File: src/sv/dccpd_pkg.sv
// Shared types, codes and reset constants for the DCC track packet decoder.
`timescale 1ns / 1ps
`default_nettype none

package dccpd_pkg;

    // Default number of packet byte slots held while a packet is gathered.
    localparam int PACKET_SLOTS_DEF = 6;
    // Packet bytes presented on the result word.
    localparam int SHOWN_BYTES = 5;

    localparam int TIME_W    = 16;
    localparam int CFG_IDX_W = 3;
    localparam int CFG_DAT_W = 16;
    localparam int LEN_W     = 3;

    // Register values after reset.
    localparam logic [TIME_W-1:0] ONE_HALF_MIN_RST  = 16'd52;
    localparam logic [TIME_W-1:0] ONE_HALF_MAX_RST  = 16'd64;
    localparam logic [TIME_W-1:0] ZERO_HALF_MIN_RST = 16'd90;
    localparam logic [TIME_W-1:0] ZERO_HALF_MAX_RST = 16'd10000;
    localparam logic [7:0]        PREAMBLE_MIN_RST  = 8'd10;

    localparam logic [7:0] ONES_SAT  = 8'hFF;
    localparam logic [7:0] BIT_MASK  = 8'h01;
    localparam logic [2:0] MSB_POS   = 3'd7;

    // Configuration register indexes.
    typedef enum logic [CFG_IDX_W-1:0] {
        REG_EDGE_MODE     = 3'd0,
        REG_ONE_HALF_MIN  = 3'd1,
        REG_ONE_HALF_MAX  = 3'd2,
        REG_ZERO_HALF_MIN = 3'd3,
        REG_ZERO_HALF_MAX = 3'd4,
        REG_PREAMBLE_MIN  = 3'd5
    } cfg_reg_t;

    // Result status codes.
    typedef enum logic [1:0] {
        ST_NONE       = 2'd0,
        ST_TIMING_ERR = 2'd1,
        ST_PKT_GOOD   = 2'd2,
        ST_PKT_BAD    = 2'd3
    } status_t;

    // Framer phases.
    typedef enum logic [1:0] {
        PH_PREAMBLE = 2'd0,
        PH_DATA     = 2'd1,
        PH_SEP      = 2'd2
    } phase_t;

    // Classified track bit.
    typedef enum logic [1:0] {
        BIT_ZERO = 2'd0,
        BIT_ONE  = 2'd1,
        BIT_BAD  = 2'd2
    } bit_kind_t;

    // Configuration register file contents.
    typedef struct packed {
        logic              edge_mode;
        logic [TIME_W-1:0] one_half_min;
        logic [TIME_W-1:0] one_half_max;
        logic [TIME_W-1:0] zero_half_min;
        logic [TIME_W-1:0] zero_half_max;
        logic [7:0]        preamble_min_ones;
    } cfg_t;

    // Bit event handed from the classifier to the framer.
    typedef struct packed {
        logic      feed;        // a bit (possibly bad) goes to the framer
        bit_kind_t kind;
        logic      timing_err;  // bad whole bit, reported without state change
    } bit_evt_t;

endpackage

`default_nettype wire

File: src/sv/dccpd_bit_class.sv
// Interval classifier: turns one edge interval into a framer bit event.
`timescale 1ns / 1ps
`default_nettype none

module dccpd_bit_class
    import dccpd_pkg::*;
(
    input  wire cfg_t              cfg,
    input  wire logic [TIME_W-1:0] interval,
    input  wire logic [TIME_W-1:0] held_half,
    output bit_evt_t               evt,
    output logic [TIME_W-1:0]      held_next
);

    bit_kind_t first_kind;
    bit_kind_t second_kind;
    bit_kind_t whole_kind;
    bit_kind_t pair_kind;

    // Half-bit classification; a one wins where the ranges overlap.
    function automatic bit_kind_t half_kind(input cfg_t c, input logic [TIME_W-1:0] t);
        bit_kind_t k;
        if (t >= c.one_half_min && t <= c.one_half_max) begin
            k = BIT_ONE;
        end else if (t >= c.zero_half_min && t <= c.zero_half_max) begin
            k = BIT_ZERO;
        end else begin
            k = BIT_BAD;
        end
        return k;
    endfunction

    assign first_kind  = half_kind(cfg, held_half);
    assign second_kind = half_kind(cfg, interval);

    // Whole-bit classification against doubled limits, no upper limit for a zero.
    always_comb begin
        if ({1'b0, interval} >= {cfg.one_half_min, 1'b0} &&
            {1'b0, interval} <= {cfg.one_half_max, 1'b0}) begin
            whole_kind = BIT_ONE;
        end else if ({1'b0, interval} >= {cfg.zero_half_min, 1'b0}) begin
            whole_kind = BIT_ZERO;
        end else begin
            whole_kind = BIT_BAD;
        end
    end

    // Pairing of two half bits.
    always_comb begin
        if (first_kind == BIT_ONE && second_kind == BIT_ONE) begin
            pair_kind = BIT_ONE;
        end else if (first_kind == BIT_ZERO && second_kind == BIT_ZERO) begin
            pair_kind = BIT_ZERO;
        end else begin
            pair_kind = BIT_BAD;
        end
    end

    // Event and the half bit kept for the next word.
    always_comb begin
        evt.feed       = 1'b0;
        evt.kind       = BIT_BAD;
        evt.timing_err = 1'b0;
        held_next      = held_half;
        if (!cfg.edge_mode) begin
            if (held_half == '0) begin
                held_next = interval;
            end else begin
                evt.feed  = 1'b1;
                evt.kind  = pair_kind;
                held_next = (pair_kind == BIT_BAD) ? interval : '0;
            end
        end else begin
            if (whole_kind == BIT_BAD) begin
                evt.timing_err = 1'b1;
            end else begin
                evt.feed = 1'b1;
                evt.kind = whole_kind;
            end
        end
    end

endmodule

`default_nettype wire

File: src/sv/dcc_track_packet_decoder_core.sv
// Top level of the DCC track packet decoder: input register, framer and result register.
`timescale 1ns / 1ps
`default_nettype none

// Channel   Direction  Handshake            Contents
// s_        in         s_valid / s_ready    one edge interval word
// m_        out        m_valid / m_ready    status, packet length and five packet bytes
// cfg_      in         cfg_we               register index and write data
//
// Every interval word gives exactly one result word; one per cycle while m_ready is high.
// A word is held in the input register and then appears in the result register.
// The framer state is updated in the cycle a word moves from input to result.
// While the result register is full and not taken, the input register holds and s_ready
// drops once it is full too. Reset is synchronous; no clearing pass is needed.

module dcc_track_packet_decoder_core
    import dccpd_pkg::*;
#(
    parameter int PACKET_SLOTS = PACKET_SLOTS_DEF
) (
    input  wire logic                 aclk,
    input  wire logic                 aresetn,

    input  wire logic                 s_valid,
    output logic                      s_ready,
    input  wire logic [TIME_W-1:0]    s_interval,

    output logic                      m_valid,
    input  wire logic                 m_ready,
    output logic [1:0]                m_status,
    output logic [LEN_W-1:0]          m_packet_length,
    output logic [7:0]                m_packet_byte_a,
    output logic [7:0]                m_packet_byte_b,
    output logic [7:0]                m_packet_byte_c,
    output logic [7:0]                m_packet_byte_d,
    output logic [7:0]                m_packet_byte_e,

    input  wire logic                 cfg_we,
    input  wire logic [CFG_IDX_W-1:0] cfg_addr,
    input  wire logic [CFG_DAT_W-1:0] cfg_wdata
);

    localparam int BC_W  = $clog2(PACKET_SLOTS + 1);
    localparam int IDX_W = $clog2(PACKET_SLOTS);

    cfg_t              cfg_reg;

    logic              in_valid_reg;
    logic [TIME_W-1:0] interval_reg;
    logic              advance;

    phase_t            phase_reg, phase_next;
    logic [7:0]        ones_reg, ones_next;
    logic [TIME_W-1:0] held_reg, held_next;
    logic [TIME_W-1:0] held_calc;
    logic [7:0]        shift_reg, shift_next;
    logic [2:0]        bitpos_reg, bitpos_next;
    logic [BC_W-1:0]   bc_reg, bc_next;
    logic [BC_W-1:0]   bc_inc;
    logic [7:0]        shifted;
    logic              store_we;
    logic [7:0]        packet_store [PACKET_SLOTS];
    logic [7:0]        xor_all;
    logic [7:0]        shown [SHOWN_BYTES];
    bit_evt_t          evt;

    status_t           res_status;
    logic [LEN_W-1:0]  res_length;
    logic              res_show;

    logic              m_valid_reg;
    status_t           m_status_reg;
    logic [LEN_W-1:0]  m_length_reg;
    logic [7:0]        m_bytes_reg [SHOWN_BYTES];

    // Configuration registers.
    always_ff @(posedge aclk) begin
        if (!aresetn) begin
            cfg_reg.edge_mode         <= 1'b0;
            cfg_reg.one_half_min      <= ONE_HALF_MIN_RST;
            cfg_reg.one_half_max      <= ONE_HALF_MAX_RST;
            cfg_reg.zero_half_min     <= ZERO_HALF_MIN_RST;
            cfg_reg.zero_half_max     <= ZERO_HALF_MAX_RST;
            cfg_reg.preamble_min_ones <= PREAMBLE_MIN_RST;
        end else if (cfg_we) begin
            unique case (cfg_reg_t'(cfg_addr))
                REG_EDGE_MODE:     cfg_reg.edge_mode         <= cfg_wdata[0];
                REG_ONE_HALF_MIN:  cfg_reg.one_half_min      <= cfg_wdata;
                REG_ONE_HALF_MAX:  cfg_reg.one_half_max      <= cfg_wdata;
                REG_ZERO_HALF_MIN: cfg_reg.zero_half_min     <= cfg_wdata;
                REG_ZERO_HALF_MAX: cfg_reg.zero_half_max     <= cfg_wdata;
                REG_PREAMBLE_MIN:  cfg_reg.preamble_min_ones <= cfg_wdata[7:0];
                default: begin
                end
            endcase
        end
    end

    // Handshake: a word moves on when the result register is free or being emptied.
    assign advance = in_valid_reg && (!m_valid_reg || m_ready);
    assign s_ready = !in_valid_reg || advance;

    // Input register.
    always_ff @(posedge aclk) begin
        if (!aresetn) begin
            in_valid_reg <= 1'b0;
        end else if (s_ready) begin
            in_valid_reg <= s_valid;
        end
    end

    always_ff @(posedge aclk) begin
        if (s_valid && s_ready) begin
            interval_reg <= s_interval;
        end
    end

    dccpd_bit_class u_bit_class (
        .cfg       (cfg_reg),
        .interval  (interval_reg),
        .held_half (held_reg),
        .evt       (evt),
        .held_next (held_calc)
    );

    assign bc_inc  = bc_reg + BC_W'(1);
    assign shifted = (evt.kind == BIT_ONE) ? (shift_reg | (BIT_MASK << bitpos_reg)) : shift_reg;

    // Checksum: the packet is good when all its bytes XOR to zero.
    always_comb begin
        xor_all = '0;
        for (int i = 0; i < PACKET_SLOTS; i++) begin
            if (BC_W'(i) < bc_reg) begin
                xor_all = xor_all ^ packet_store[i];
            end
        end
    end

    // Bytes shown on the result word; zero past the packet length.
    for (genvar g = 0; g < SHOWN_BYTES; g++) begin : g_shown
        if (g < PACKET_SLOTS) begin : g_slot
            assign shown[g] = (BC_W'(g) < bc_reg) ? packet_store[g] : 8'h00;
        end else begin : g_none
            assign shown[g] = 8'h00;
        end
    end

    // Framer phase: next state.
    always_comb begin
        phase_next = phase_reg;
        if (advance) begin
            if (interval_reg == '0) begin
                phase_next = PH_PREAMBLE;
            end else if (evt.feed && evt.kind != BIT_BAD) begin
                unique case (phase_reg)
                    PH_PREAMBLE: begin
                        if (evt.kind == BIT_ZERO && ones_reg >= cfg_reg.preamble_min_ones) begin
                            phase_next = PH_DATA;
                        end
                    end
                    PH_DATA: begin
                        if (bitpos_reg == '0) begin
                            phase_next = (bc_inc >= BC_W'(PACKET_SLOTS)) ? PH_PREAMBLE : PH_SEP;
                        end
                    end
                    PH_SEP: begin
                        phase_next = (evt.kind == BIT_ZERO) ? PH_DATA : PH_PREAMBLE;
                    end
                    default: phase_next = PH_PREAMBLE;
                endcase
            end
        end
    end

    // Framer data path and result word.
    always_comb begin
        ones_next   = ones_reg;
        held_next   = held_reg;
        shift_next  = shift_reg;
        bitpos_next = bitpos_reg;
        bc_next     = bc_reg;
        store_we    = 1'b0;
        res_status  = ST_NONE;
        res_length  = '0;
        res_show    = 1'b0;
        if (advance) begin
            if (interval_reg == '0) begin
                ones_next = '0;
            end else begin
                held_next = held_calc;
                if (evt.timing_err) begin
                    res_status = ST_TIMING_ERR;
                end else if (evt.feed) begin
                    if (evt.kind == BIT_BAD) begin
                        res_status = ST_TIMING_ERR;
                        if (phase_reg == PH_PREAMBLE) begin
                            ones_next = '0;
                        end
                    end else begin
                        unique case (phase_reg)
                            PH_PREAMBLE: begin
                                if (evt.kind == BIT_ONE) begin
                                    if (ones_reg != ONES_SAT) begin
                                        ones_next = ones_reg + 8'd1;
                                    end
                                end else if (ones_reg >= cfg_reg.preamble_min_ones) begin
                                    shift_next  = '0;
                                    bitpos_next = MSB_POS;
                                    bc_next     = '0;
                                end else begin
                                    ones_next = '0;
                                end
                            end
                            PH_DATA: begin
                                if (bitpos_reg == '0) begin
                                    store_we    = 1'b1;
                                    shift_next  = '0;
                                    bitpos_next = MSB_POS;
                                    bc_next     = bc_inc;
                                    if (bc_inc >= BC_W'(PACKET_SLOTS)) begin
                                        ones_next = '0;
                                        bc_next   = '0;
                                    end
                                end else begin
                                    bitpos_next = bitpos_reg - 3'd1;
                                    shift_next  = shifted;
                                end
                            end
                            PH_SEP: begin
                                if (evt.kind == BIT_ONE) begin
                                    ones_next = '0;
                                    if (bc_reg != '0) begin
                                        res_status = (xor_all == 8'h00) ? ST_PKT_GOOD : ST_PKT_BAD;
                                        res_length = LEN_W'(bc_reg);
                                        res_show   = 1'b1;
                                    end
                                end
                            end
                            default: ones_next = '0;
                        endcase
                    end
                end
            end
        end
    end

    // Framer registers.
    always_ff @(posedge aclk) begin
        if (!aresetn) begin
            phase_reg  <= PH_PREAMBLE;
            ones_reg   <= '0;
            held_reg   <= '0;
            shift_reg  <= '0;
            bitpos_reg <= MSB_POS;
            bc_reg     <= '0;
        end else begin
            phase_reg  <= phase_next;
            ones_reg   <= ones_next;
            held_reg   <= held_next;
            shift_reg  <= shift_next;
            bitpos_reg <= bitpos_next;
            bc_reg     <= bc_next;
        end
    end

    // Packet byte store; entries are only read once written in the current packet.
    always_ff @(posedge aclk) begin
        if (store_we) begin
            packet_store[bc_reg[IDX_W-1:0]] <= shifted;
        end
    end

    // Result register.
    always_ff @(posedge aclk) begin
        if (!aresetn) begin
            m_valid_reg <= 1'b0;
        end else if (advance) begin
            m_valid_reg <= 1'b1;
        end else if (m_ready) begin
            m_valid_reg <= 1'b0;
        end
    end

    always_ff @(posedge aclk) begin
        if (advance) begin
            m_status_reg <= res_status;
            m_length_reg <= res_length;
            for (int i = 0; i < SHOWN_BYTES; i++) begin
                m_bytes_reg[i] <= res_show ? shown[i] : 8'h00;
            end
        end
    end

    assign m_valid         = m_valid_reg;
    assign m_status        = m_status_reg;
    assign m_packet_length = m_length_reg;
    assign m_packet_byte_a = m_bytes_reg[0];
    assign m_packet_byte_b = m_bytes_reg[1];
    assign m_packet_byte_c = m_bytes_reg[2];
    assign m_packet_byte_d = m_bytes_reg[3];
    assign m_packet_byte_e = m_bytes_reg[4];

endmodule

`default_nettype wire
File: config.mk
export PLATFORM = sky130hd
export DESIGN_NAME = dcc_track_packet_decoder_core
export DESIGN_NICKNAME = d
export VERILOG_FILES = /design/src/sv/dccpd_pkg.sv /design/src/sv/dccpd_bit_class.sv /design/src/sv/dcc_track_packet_decoder_core.sv
export SDC_FILE = /design/constraint.sdc
export NUM_CORES = 1
export LEC_CHECK = 0
export ABC_AREA = 1
export BUFFER_PORTS_ARGS = -buffer_cell sky130_fd_sc_hd__buf_2
export CAP_MARGIN = 10
export CORE_MARGIN = 2
export CORE_UTILIZATION = 55
export DETAILED_ROUTE_END_ITERATION = 10
export GPL_ROUTABILITY_DRIVEN = 0
export PLACE_DENSITY = 0.73
export SYNTH_ARGS = -nofsm -noshare
export SYNTH_HDL_FRONTEND = slang
export SYNTH_HIERARCHICAL = 1
export SYNTH_SLANG_ARGS = --single-unit
File: constraint.sdc
create_clock -name aclk -period 6.47 [get_ports aclk]
set_clock_uncertainty 0.1 [all_clocks]
set_input_delay 1.6175 -clock aclk [delete_from_list [all_inputs] [get_ports aclk]]
set_output_delay 1.6175 -clock aclk [all_outputs]
set_load 0.1 [all_outputs]
* Yosys cells after proc, flatten, opt, wreduce, memory -nomap -nowiden
Memory sizes are Yosys's and may differ from the RTL's.
Index checks and enable logic that the tools add are counted.
Widths: inputs -> output; s select.
** Storage, ports and cells
- Register bits after elaboration :: 136
- Bits in writable memories :: 88
- Bits of input ports :: 40
- Output and inout port bits :: 47
- Logic and storage cells :: 216
- Memories kept :: 2
** Cells by class
- $add $sub $neg :: 3
- Order comparisons :: 19
- Equal/unequal tests :: 27
- Shift operators :: 1
- Muxes and demuxes :: 91
- Bitwise gates (word level) :: 14
- Reductions and logical operators :: 41
** Memory list
- packet_store :: words 6, width 8, rd ports 6, clocked after memory_dff 0, wr ports 1, RTL line dcc_track_packet_decoder_core.sv:62 : logic [7:0] packet_store [PACKET_SLOTS];
- m_bytes_reg :: words 5, width 8, rd ports 5, clocked after memory_dff 0, wr ports 5, RTL line dcc_track_packet_decoder_core.sv:74 : logic [7:0] m_bytes_reg [SHOWN_BYTES];
** Operator list (number)
- $mux 8 :: 30
- $ge 16x16->1 :: 4
- $le 16x16->1 :: 4
- $xor 8x8->8 :: 5
- $ge 16x17->1 :: 2
- $logic_not 16->1 :: 2
- $mux 16 :: 2
- $mux 1 :: 31
- $mux 3 :: 10
- $mux 2 :: 13
- $pmux 8 s3 :: 1
- $reduce_and 9->1 :: 2
- $le 16x17->1 :: 1
- $pmux 8 s2 :: 1
- $ne 4x4->1 const B :: 3
- $pmux 3 s2 :: 2
- $reduce_and 2->1 :: 6
- $logic_and 1x1->1 :: 11
- $add 8x1->8 const B :: 1
- $eq 2x1->1 const B :: 4
- $eq 2x2->1 const B :: 4
- $ge 8x8->1 :: 1
- $logic_not 2->1 :: 4
- $logic_not 8->1 :: 1
- 29 further kinds :: 51

* Depth between registers and ports, before layout
- Word-level depth :: 20
- Depth in mapped cells :: 29
- Depth with buffers taken out :: 29

* Hierarchy
The synthesis kept the hierarchy.
** By module, submodules not included
- dcc_track_packet_decoder_core :: instances 1, cells each 1057, area each 9419.0 µm²
- dccpd_bit_class :: instances 1, cells each 706, area each 4484.3 µm²

* Worst setup path before layout
OpenSTA, ideal clock, no wires.
- Path type :: input port to output port
- From :: in m_ready
- To :: out s_ready
- Data arrival time :: 2.426 ns
- Data required time :: 4.753 ns
- Slack :: 2.327 ns
- Stages :: 2
- Path buffers :: 0
- Cells stage by stage :: inv_1 nand3_1
** On the way
- Word-level cells in the longest chain between the ends :: 3
** RTL lines
- start: declaration :: RTL line dcc_track_packet_decoder_core.sv:29 : input wire logic m_ready,
- $logic_or 1x1->1 :: RTL line dcc_track_packet_decoder_core.sv:100 : assign advance = in_valid_reg && (!m_valid_reg || m_ready);
- $logic_and 1x1->1 :: RTL line dcc_track_packet_decoder_core.sv:100
- $logic_or 1x1->1 :: RTL line dcc_track_packet_decoder_core.sv:101 : assign s_ready = !in_valid_reg || advance;
- end: declaration :: RTL line dcc_track_packet_decoder_core.sv:25 : output logic s_ready,
No other way between the ends.

==> flow_metrics.env <==
export IMPL_status="finished clean"
export IMPL_intPower_mw=2.59
export IMPL_ctsResizeCount=0
export IMPL_cts_root_buf="clkbuf_16"
export IMPL_crit_slowest_cell="nor3_1"
export IMPL_grt_pass1_vias=11418
export IMPL_wl_per_cell_um=16.8
export IMPL_drc=0
export IMPL_largest_reg_flops=73
export IMPL_clk_latency_ps=540
export IMPL_antenna_found_initial=0
export IMPL_io_pins=87
export IMPL_syn_area_per_cell_um2=7.89
export IMPL_netSwitchingFraction_pct=27.9
export IMPL_synthArstFlopShare_pct=0
export IMPL_vdd_ir_drop_max_mv=0.238
export IMPL_arrival_ps=4910
export IMPL_cts_hold_buffers=0
export IMPL_synth_area_leaders="edfxtp_1 24%, ha_1 17%, dfxtp_1 17%"
export IMPL_p_sw_mw=1.00
export IMPL_clockBufferDepth=3
export IMPL_start_util_pct=55.7
export IMPL_hold_ws_ps=357
export IMPL_die_y_um=163
export IMPL_fillers=2200
export IMPL_synth_edf_count=109
export IMPL_worstSetupEndpoint="packet_store[3][3]$_DFFE_PP_"
export IMPL_yosysUniqueCellTypes=44
export IMPL_p_clk_share_pct=41.4
export IMPL_worst_path_stages=16
export IMPL_synth_top_area_share_pct=23.5
export IMPL_coreArea_um2=25000
export IMPL_p_per_area_nw_per_um2=232
export IMPL_synth_area_um2=13900
export IMPL_routed_wl_um=36800
export IMPL_ys_ff_latch=224
export IMPL_ff2ff_path_depth=16
export IMPL_cts_max_level=1
export IMPL_cts_setup_buffers=0
export IMPL_antenna_left=0
export IMPL_dpl_hpwl_um=27200
export IMPL_p_leak_nw=7.20
export IMPL_vias=12143
export IMPL_via_per_inst=5.54
export IMPL_slew_limit_headroom_pct=25.9
export IMPL_grt_ovfl_total=0
export IMPL_crit_fanout=9
export IMPL_drive_above_1_share_pct=8.60
export IMPL_area_delta_synth_final_pct=11.3
export IMPL_antenna_cells=0
export IMPL_setup_worst_path_start_class="flop"
export IMPL_fin_crit_ps=4860
export IMPL_syn_num_nets=1993
export IMPL_synth_ff_type="dfxtp_1"
export IMPL_port_buffers=86
export IMPL_firstDrtPassIters=5
export IMPL_cpPeakStageDelay_ps=810
export IMPL_fin_util_pct=62.0
export IMPL_crit_family="simple AND/OR/NAND/NOR gates"
export IMPL_slew_viol_final=0
export IMPL_r2r_end="packet_store[3][3]$_DFFE_PP_"
export IMPL_cts_tree="built"
export IMPL_rsz0062_at_grt="false"
export IMPL_worstPathCellList="ha_1, nand2_1, nor3_1, a21oi_1, o21a_1, o21ai_0, nand2_1, o21ai_0, nor2_1, inv_1, o2111ai_1, nor2_1, nand2_2, nor3_1, nand2_1, nor3_1"
export IMPL_path_clk_slew_ps=60
export IMPL_grt_pass1_wl_um=58400
export IMPL_final_setup_tns_ps=0
export IMPL_synthCells=1763
export IMPL_fmax_mhz=206
export IMPL_startpoint="interval_reg[8]$_DFFE_PP_"
export IMPL_rr_startpoint="interval_reg[8]$_DFFE_PP_"
export IMPL_hold_viol_final=0
export IMPL_regToRegSetupSlack_ps=1610
export IMPL_crit_required_ps=6520
export IMPL_cp_end_kind="flop"
export IMPL_fp_dieW_um=163
export IMPL_min_path_type="reg -> reg"
export IMPL_path_buf_inv=1
export IMPL_ys_warn_count=6
export IMPL_synth_seq_area_share_pct=40.1
export IMPL_min_period_over_period_pct=75.2
export IMPL_cts_sinks=224
export IMPL_drtIter0Drc=968
export IMPL_rows=58
export IMPL_crit_type="reg -> reg"
export IMPL_grt_max_degree=91
export IMPL_worst_slew_pin_slew_ps=1100
export IMPL_drv_cap=0
export IMPL_setup_viol=0
export IMPL_die_area_um2=26600
export IMPL_seqPwrFrac_pct=43.8
export IMPL_cts_buffers=25
export IMPL_grt_usage_pct=27.9
export IMPL_finalNetCount=2072
export IMPL_p_comb_share_pct=14.8
export IMPL_synth_top_cell_by_area="edfxtp_1"
[synth_stat cells, types with 4 or more instances]
cell and instances:
buf_2 5, or2_2 4, nand3_1 108, edfxtp_1 109, a21oi_1 102, o211ai_1 5
o21ai_0 105, a21o_1 6, nand4_1 30, nor3_1 21, xor2_1 10, buf_6 4
nor4_1 15, o21a_1 5, nand2_2 8, ha_1 190, o21bai_1 7, nand3b_1 4
o21ai_1 4, dfxtp_1 115, inv_1 214, and2_1 4, clkbuf_1 28, nor2_1 265
nand2_1 364
[worst register-to-register path, cell delays in order, from the launching register on]
cell	delay, ps
edfxtp_1	630
ha_1	410
nand2_1	80
nor3_1	230
a21oi_1	100
o21a_1	170
o21ai_0	190
nand2_1	100
o21ai_0	470
nor2_1	180
inv_1	150
o2111ai_1	130
nor2_1	140
nand2_2	130
nor3_1	310
nand2_1	140
nor3_1	810
[per-stage QoR]
step                setup slack (ps)  instances  power (mW)  area (um2)
detailed placement              1680       2145        2.12       14600
CTS                             1640       2191        3.60       15500
floorplan                       2330       1763        1.97       13900
finish                          1610       2191        3.59       15500
global placement                1790       2145        2.11       14600
global route                    1110       2191        3.74       15500
[area by class of cell]
cell class	instances	area, um2	area share [%]
clock buffers	35	723	4.67
clock inverters	11	151	0.978
inverters	219	823	5.32
multi-input cells	1280	7310	47.3
flip-flops and latches	224	5580	36.0
well taps	330	413	2.67
repair buffers	92	475	3.07
[layer usage]
| layer | up-vias | GRT usage, % | routed length (um) |
|---|---|---|---|
| met2 | 434 | 45.2 | 16400 |
| met1 | 5578 | 37.1 | 16200 |
| met4 | 0 | 12.1 | 1500 |
| met5 | - | 0 | 0 |
| li1 | 6039 | - | - |
| met3 | 92 | 4.43 | 2720 |
[placed cells by master, fill, tap and decap left out, drive strengths merged, types with 35 or more instances in the layout]
cell type,count
edfxtp,109
buf,92
ha,190
clkbuf,35
nand3,110
nand2,373
a21oi,102
inv,218
dfxtp,115
nor2,268
o21ai,110
[power by group through the flow]
| stage | clock (mW) | combinational (mW) | sequential, mW |
|---|---|---|---|
| floorplan | 0 | 0.312 | 1.66 |
| global placement | 0 | 0.504 | 1.60 |
| detailed placement | 0 | 0.519 | 1.60 |
| CTS | 1.51 | 0.522 | 1.57 |
| global route | 1.56 | 0.595 | 1.58 |
| finish | 1.49 | 0.533 | 1.57 |
[how the worst min path moves through the flow]
stage / start / endpoint / depth (start not counted) / slack, ps
2_1_floorplan: shift_reg[0]$_SDFFE_PN0P_ / shift_reg[0]$_SDFFE_PN0P_ / 2 / 310
3_3_place_gp: cfg_reg[25]$_SDFFE_PN1P_ / cfg_reg[25]$_SDFFE_PN1P_ / 2 / 340
3_5_place_dp: cfg_reg[46]$_SDFFE_PN1P_ / cfg_reg[46]$_SDFFE_PN1P_ / 2 / 340
4_1_cts: cfg_reg[46]$_SDFFE_PN1P_ / cfg_reg[46]$_SDFFE_PN1P_ / 2 / 360
5_1_grt: shift_reg[4]$_SDFFE_PN0P_ / shift_reg[4]$_SDFFE_PN0P_ / 2 / 380
6_report: cfg_reg[46]$_SDFFE_PN1P_ / cfg_reg[46]$_SDFFE_PN1P_ / 2 / 360
[logic make-up after synthesis]
| group | share of synthesized area, % |
|---|---|
| XOR/XNOR | 0.819 |
| buffers and inverters | 7.33 |
| adder cells (fa/ha/maj) | 17.1 |
| flip-flops | 40.1 |
| AND/OR/NAND/NOR | 25.1 |
| AO/OA/AOI/OAI | 9.54 |
(Power assumes the default switching activity.)
